**src/hdl/swrs_front.sv**
```systemverilog
// Front queue: accepts push/pop items and holds them for the back end.
// Two-entry FIFO of action and sample. Depends on nothing.
`timescale 1ns / 1ps
module swrs_front #(
  parameter int SW = 16
) (
  input  logic          clk,
  input  logic          rst,
  input  logic          in_push,
  input  logic          in_action,
  input  logic [SW-1:0] in_value,
  output logic          in_full,
  output logic          item_valid,
  output logic          item_action,
  output logic [SW-1:0] item_value,
  input  logic          item_take
);
  logic          act_q [2];
  logic [SW-1:0] val_q [2];
  logic          wptr;
  logic          rptr;
  logic [1:0]    fill;
  logic          wr_en;
  logic          rd_en;

  assign in_full     = (fill == 2'd2);
  assign item_valid  = (fill != 2'd0);
  assign item_action = act_q[rptr];
  assign item_value  = val_q[rptr];
  assign wr_en       = in_push && !in_full;
  assign rd_en       = item_take && item_valid;

  always_ff @(posedge clk) begin
    if (wr_en) begin
      act_q[wptr] <= in_action;
      val_q[wptr] <= in_value;
    end
  end

  always_ff @(posedge clk) begin
    if (rst) begin
      wptr <= 1'b0;
      rptr <= 1'b0;
      fill <= 2'd0;
    end else begin
      if (wr_en) wptr <= ~wptr;
      if (rd_en) rptr <= ~rptr;
      case ({wr_en, rd_en})
        2'b10:   fill <= fill + 2'd1;
        2'b01:   fill <= fill - 2'd1;
        default: fill <= fill;
      endcase
    end
  end
endmodule

```
**config.mk**
```make
export PLATFORM = sky130hd
export DESIGN_NAME = swrs_front
export DESIGN_NICKNAME = d
export VERILOG_FILES = /design/src/hdl/swrs_front.sv
export SDC_FILE = /design/constraint.sdc
export NUM_CORES = 1
export LEC_CHECK = 0
export BUFFER_PORTS_ARGS = -buffer_cell sky130_fd_sc_hd__buf_4
export CORE_MARGIN = 2
export CORE_UTILIZATION = 40
export DETAILED_ROUTE_END_ITERATION = 7
export SYNTH_ARGS = -nofsm -noshare
export SYNTH_HDL_FRONTEND = slang
export SYNTH_SLANG_ARGS = --single-unit
```
**constraint.sdc**
```tcl
create_clock -name clk -period 3.7 [get_ports clk]
set_clock_uncertainty 0.2 [all_clocks]
set_input_delay 0 -clock clk [delete_from_list [all_inputs] [get_ports clk]]
set_output_delay 0 -clock clk [all_outputs]
set_load 0.02 [all_outputs]
```
; Word-level counts from Yosys, hierarchy flattened
; Memory sizes are Yosys's and may differ from the RTL's. A register that Yosys moved wholly into a read port is not among the register bits.
; Index checks and enable logic that the tools add are counted.
[totals]
reg_bits = 4
latchBits = 0
ramBits = 34
romBits = 0
inputBits = 21
out_inout_bits = 19
word_cells = 24
mem_count = 2
[mem_list]
columns = name, depth, word_bits, read_ports, rd_clocked_by_memory_dff, wr, line
row1 = val_q, 2, 16, 1, 1, 1, 19  ; logic [SW-1:0] val_q [2];
row2 = act_q, 2, 1, 1, 1, 1, 18  ; logic act_q [2];
[classes]
n_addsub = 2
n_mul = 0
div = 0
order_cmp = 0
eq_ne = 3
shift = 0
n_mux = 7
bitwise_logic = 2
reduce_logical = 5
[op_table]
columns = operator, n
row1 = 2-to-1 mux 1 bit, 6
row2 = "equality test 2 bit, second input constant", 2
row3 = case mux 2 bit (2 select lines), 1
row4 = nonzero test 2 bit, 2
row5 = "adder 2 x 1 -> 2 bit, second input constant", 1
row6 = "equality test 2 x 1 -> 1 bit, second input constant", 1
row7 = logical AND 1 bit, 2
row8 = NOT 1 bit, 2
row9 = "subtractor 2 x 1 -> 2 bit, second input constant", 1
row10 = logical NOT 1 bit, 1

; Logic depth before layout (Yosys ltp)
; Gate-level depths: netlist of the first run.
[depth]
ltp_word = 5
depth_mapped = 6
mapped_depth_nobuf = 6

; Worst setup path before layout of the first run
; Ideal clock, no wire load.
[synth_path]
path_type = register to register
startpoint = reg fill[0]
endpoint = mem act_q[0], enable pin
setup_ns = 0.369
arrival_ns = 1.283
t_required_ns = 3.131
setup_slack_ns = 1.848
path_stages_with_launch = 5
path_buffers = 0
period_less_slack_ns = 1.852
path_cell_list = dfxtp_1 > nand2b_2 > inv_2 > or3_1 > inv_1
[synth_via]
elab_chain_cells = 5
[synth_lines]
columns = item, line
row1 = "start, declared", 22  ; logic [1:0] fill;
row2 = "start signal, assigned", 49  ; 2'b10: fill <= fill + 2'd1;
row3 = "start signal, assigned", 50  ; 2'b01: fill <= fill - 2'd1;
row4 = "start signal, assigned", 51  ; default: fill <= fill;
row5 = equality test 2 bit, 26  ; assign in_full = (fill == 2'd2);
row6 = via in_full, 12  ; output logic in_full,
row7 = logical NOT 1 bit, 30  ; assign wr_en = in_push && !in_full;
row8 = logical AND 1 bit, 30
row9 = 2-to-1 mux 1 bit, 34  ; if (wr_en) begin
row10 = 2-to-1 mux 1 bit (implied by the code), 35  ; act_q[wptr] <= in_action;
row11 = "end, declared", 18
; The timed path passes the listed nets, and every way through them passes these cells.

; Worst setup path in the final report of the first run
[layout_path]
startpoint = reg fill[0]
endpoint = mem act_q[0], enable pin
[layout_via]
elab_chain_cells = 5
[layout_lines]
columns = item, line
row1 = equality test 2 bit, 26
row2 = logical NOT 1 bit, 30
row3 = logical AND 1 bit, 30
row4 = 2-to-1 mux 1 bit, 34
row5 = 2-to-1 mux 1 bit (implied by the code), 35
; Every way passes these cells.

==> out/qor.txt, run 1 <==
Status: finished, final reports clean
Root Driver: clkbuf_4
Max VDD drop: 384.8 uV
Min-delay worst type: input port to flop
Critical path class: flop to flop
Clock latency on the worst-skew pair: 0.34 ns
Initial DRC count: 16
DR vias: 875
Clk buf depth: 2
Post-synthesis cell area: 0.001449 sq mm
Boundary Pins: 40
Layout overhead on the synthesized area: 43.61%
R2R cell count: 4
H-tree level count: 2
Synth Net Count: 101
Chip width: 64.19 microns
DR vias/cell: 4.581
Yosys warnings: 0
R2r startpoint: fill[0]
Startpoint Class: flop
DRT Wirelength: 2482 microns
# setup viols final: 0
Final Cell Area: 0.002081 sq mm
Core ar.: 0.003416 sq mm
Reg area: 0.001121 sq mm
CP arrival: 1.80 ns
Clk pin slew, worst setup/hold paths: 0.11 ns
Critical Path Sink Type: flop
R2r setup slk: 1.68 ns
Initial Util: 42.42%
Pwr dens: 642.9 mW/mm^2
Max-cap viol count: 0
Slew headroom: 47.98%
First-pass GRT wire length: 4146 microns
Fillers: 274
Final worst path period need: 2.020 ns
Hold path endpoint: val_q[1][9]
Synth Instances: 79
Worst r2r dst: act_q[0]
# nets final: 166
Pleak: 0.8138 nW
Hold Vio Cnt, Final: 0
Setup_tns: 0 ns
Sink Count: 39
Total Routing Usage GR: 13.94%
Share of cells above drive strength 1: 41.38%
Routed len/inst: 12.99 microns
Drt drc: 0
CTS Buf Count: 5
Hold WS: 0.1777 ns
RSZ-0062 raised after global routing: false
Syn_area_per_cell: 18.34 sq um
Placer congestion estimate: 0.6543
CTS tree: built
Std-Cell Rows: 21
Maximum fanout along the worst path: 17
#FFs+latches synth: 39
Pin count of the biggest net entering global routing: 18
Multi-input logic area: 306.5 sq um
Max-slew violation count: 0
Initial antenna violation count: 0
Worst EP required: 3.48 ns
Dpl cell area: 0.001789 sq mm
Hold Path Cell Cnt: 2
Post-CTS Setup Inserts: 0
Fmax: 0.4951 GHz
Initial DRT Pass Iterations: 4
Fin crit share: 54.59%
Hold_sp: in_value[9]
Die Span Y: 64.19 microns
Vias in the first global route: 942
Antenna viol nets, final: 0
# diodes: 0
Die area: 0.004120 sq mm
Port bufs: 39
Distinct cells, synth: 19
Sequential share of the synthesized area: 77.37%
Worst-margin pin slew: 0.7792 ns
Total global routing overflow: 0
## layout make-up
| type | instances | area share (%) |
|---|---|---|
| Sequential cell | 39 | 53.88 |
| Timing Repair Buffer | 60 | 24.17 |
| Multi-Input combinational cell | 35 | 14.73 |
| Tap cell | 46 | 2.766 |
| Clock inverter | 3 | 2.105 |
| Clock buffer | 5 | 1.804 |
| Inverter | 3 | 0.5412 |
## logic make-up (layout without fill, tap and decap cells)
kind of cell               count (synthesis)  in the layout  share of synthesized area, %
AOI/OAI and AO/OA                          5              5                         1.900
xor gates and xnor gates                   3              3                         1.814
adders and majority gates                  1              1                        0.8634
buffers and inverters                      5             71                         1.468
DFF                                       39             39                         77.38
muxes                                     17             17                         13.21
and+or+nand+nor                            9              9                         3.368
## registers in the layout (all words and copies together) (netlist names), named ones only
name   cells
fill       2
rptr       1
val_q     32
act_q      2
wptr       1
## how the worst max path moves through the flow
stage / endpoint / from / slack, ns / cells past startpoint
floorplan: act_q[0] / fill[0] / 1.85 / 4
global placement: val_q[0][11] / fill[0] / 1.71 / 4
detailed placement: val_q[0][11] / fill[0] / 1.67 / 4
CTS: act_q[0] / fill[0] / 1.66 / 4
global route: act_q[0] / fill[0] / 1.52 / 4
finish: act_q[0] / fill[0] / 1.68 / 4
## metal layers
metal | GRT usage, % | part of all wire [%] | routed length, microns
met5 | 0 | 0 | 0
met1 | 14.50 | 41 | 1007
met2 | 25.13 | 52 | 1289
met4 | 6.383 | 1.9 | 48
met3 | 4.754 | 5.5 | 136
## Yosys cell counts, drive strengths merged
library cell / number / share of area [%]
edfxtp: 34 / 70
nor2: 3 / 0.78
xnor2: 2 / 1.2
or3: 2 / 0.86
o21a: 1 / 0.52
or2: 1 / 0.43
o21ai: 2 / 0.69
and3: 1 / 0.43
inv: 3 / 0.78
mux2: 17 / 13
dfxtp: 5 / 6.9
nand2b: 1 / 0.60
nand2: 1 / 0.26
a21oi: 2 / 0.69
buf: 2 / 0.69
ha: 1 / 0.86
xor2: 1 / 0.60
## placed cells by master (no fill, tap or decap)
cell type and instances:
buf_4 39, o21ai_0 2, or2_2 1, clkbuf_4 5
xor2_1 1, nand2_1 1, or3_1 2, nand2b_2 1
xnor2_1 2, dlygate4sd3_1 21, mux2_1 7, inv_2 1
o21a_1 1, clkinv_4 1, edfxtp_1 34, nor2_1 3
bufinv_16 1, dfxtp_1 5, a21oi_1 2, ha_1 1
inv_1 2, and3_1 1, mux2_2 10, clkinv_2 1
## per-stage QoR
stage               cells  utilization [%]  total power, mW  setup WS [ns]
floorplan              79                -           0.8846          1.848
global placement      162            52.38            1.047          1.709
detailed placement    162            52.38            1.055          1.669
CTS                   191            60.92            1.352          1.655
global route          191            60.92            1.409          1.516
finish                191            60.92            1.338          1.680
## worst max-delay path: stages (launching register included)
cell and delay [ns]:
dfxtp_1 0.42, nand2b_2 0.18, inv_2 0.05, or3_1 0.33, inv_1 0.49
## power breakdown
part	leakage (nW)	total [mW]	internal [mW]	switching, mW
Clock	0.0452	0.275	0.142	0.132
Combinational	0.409	0.449	0.228	0.221
Sequential	0.359	0.614	0.560	0.0543
## timing repair
| action | 4_1_cts | 5_1_grt |
|---|---|---|
| endpoints found under the hold margin | 39 | 0 |
| hold buffers | 21 | 0 |
| resized for setup | 0 | 0 |
Power figures use the tool's default switching activity.
==> inputs of run 2 (changes only) <==
clock period = 2.1 ns   (was 3.7 ns; I/O delays follow)
==> out/qor.txt, run 2 (synthesis gave the netlist of run 1 again) <==
Sink Count: 39
Root Driver: clkbuf_4
Max VDD drop: 735.1 uV
Hold path endpoint: val_q[1][8]
Routed len/inst: 12.77 microns
Hold_sp: in_value[8]
Slew headroom: 78.69%
Critical Path Sink Type: flop
Boundary Pins: 40
Clk pin slew, worst setup/hold paths: 0.12 ns
# nets final: 170
Drt drc: 0
Std-Cell Rows: 21
Initial DRT Pass Iterations: 4
R2R cell count: 5
Die area: 0.004120 sq mm
Dpl cell area: 0.001832 sq mm
Maximum fanout along the worst path: 17
Antenna viol nets, final: 0
Worst-margin pin slew: 0.3196 ns
Setup_tns: 0 ns
Initial DRC count: 18
Fmax: 0.5623 GHz
Chip width: 64.19 microns
Max-cap viol count: 0
Most common cell after layout, fill and taps aside: buf_4
CTS tree: built
Pwr dens: 1080 mW/mm^2
Status: finished, final reports clean
Layout overhead on the synthesized area: 44.39%
First-pass GRT wire length: 4167 microns
R2r startpoint: fill[0]
Commonest non-fill, non-tap cells in the layout: buf_4 (42), edfxtp_1 (34), dlygate4sd3_1 (21)
Max reg flops: 32
Startpoint Class: flop
Critical path class: flop to flop
Min-delay worst type: input port to flop
Bufs and invs on worst path: 3
PostCTS Resize Cnt: 0
# diodes: 0
Share of cells above drive strength 1: 41.61%
Vias in the first global route: 906
Clk buf depth: 2
Crit path cell chain: nand2b_2, inv_2, or3_1, inv_1, buf_4
Fillers: 271
Max-slew violation count: 0
Initial Util: 42.42%
Pleak: 0.8218 nW
CP delay by family, top: simple AND/OR/NAND/NOR gates
Post-DP HPWL: 1587 microns
Final Cell Area: 0.002092 sq mm
CP startpoint: fill[0]
CTS Buf Count: 5
DR vias: 870
R2r setup slk: 0.32 ns
H-tree level count: 2
Post-CTS Setup Inserts: 0
Regs by FF count: val_q x32, act_q x2, fill x2
CP max stage delay: 0.42 ns
Port bufs: 39
Hold_buf cts: 21
Initial antenna violation count: 0
Placer congestion estimate: 0.7290
Worst EP required: 1.92 ns
DRT Wirelength: 2491 microns
Largest Register: val_q
Core ar.: 0.003416 sq mm
RSZ-0062 raised after global routing: false
DR vias/cell: 4.462
Total Routing Usage GR: 13.83%
Fin crit share: 84.69%
Hold Path Cell Cnt: 2
Die Span Y: 64.19 microns
CP arrival: 1.60 ns
Final worst path period need: 1.778 ns
Total global routing overflow: 0
Clock latency on the worst-skew pair: 0.32 ns
# setup viols final: 0
Hold Vio Cnt, Final: 0
Worst r2r dst: val_q[0][9]
Pin count of the biggest net entering global routing: 18
Slowest cell on the critical path: dfxtp_1
==> run 2: area by class of cell <==
| class | instances | area [sq um] | area share (%) |
|---|---|---|---|
| Inverter | 3 | 11.26 | 0.5383 |
| Timing Repair Buffer | 64 | 545.5 | 26.08 |
| Clock inverter | 1 | 5.005 | 0.2392 |
| Sequential cell | 39 | 1121 | 53.59 |
| Tap cell | 46 | 57.56 | 2.751 |
| Multi-Input combinational cell | 35 | 306.5 | 14.65 |
| Clock buffer | 7 | 45.04 | 2.153 |
==> run 2: per-layer routing <==
metal / global-route usage (%) / part of all wire (%) / vias up
li1: - / - / 433
met1: 16.36 / 42 / 408
met2: 22.79 / 51 / 27
met3: 5.634 / 5.8 / 2
met4: 4.787 / 0.60 / 0
met5: 0 / 0 / -
==> run 2: how the worst max path moves through the flow <==
stage              endpoint  slack [ns]  cells past startpoint
6_report        val_q[0][9]        0.32                      5
3_3_place_gp   val_q[0][11]        0.37                      5
4_1_cts        val_q[0][12]        0.33                      5
3_5_place_dp    val_q[0][3]        0.34                      5
5_1_grt         val_q[0][7]        0.21                      5
2_1_floorplan      act_q[0]        0.25                      4
==> run 2: stage by stage <==
step	util, %	std cells	setup slack [ns]	power [mW]	hold slack, ns
floorplan	-	79	0.2483	1.559	-0.1309
global placement	53.63	166	0.3715	1.881	-0.01422
detailed placement	53.63	166	0.3415	1.887	-0.01227
CTS	61.25	195	0.3250	2.285	0.1727
global route	61.25	195	0.2091	2.397	0.1676
finish	61.25	195	0.3216	2.259	0.1913
==> run 2: report_power, final <==
group	switching (mW)	internal [mW]	total [mW]	leakage [nW]
clock	0.224	0.131	0.355	0.0293
sequential	0.0486	0.985	1.03	0.359
combinational	0.436	0.435	0.871	0.433
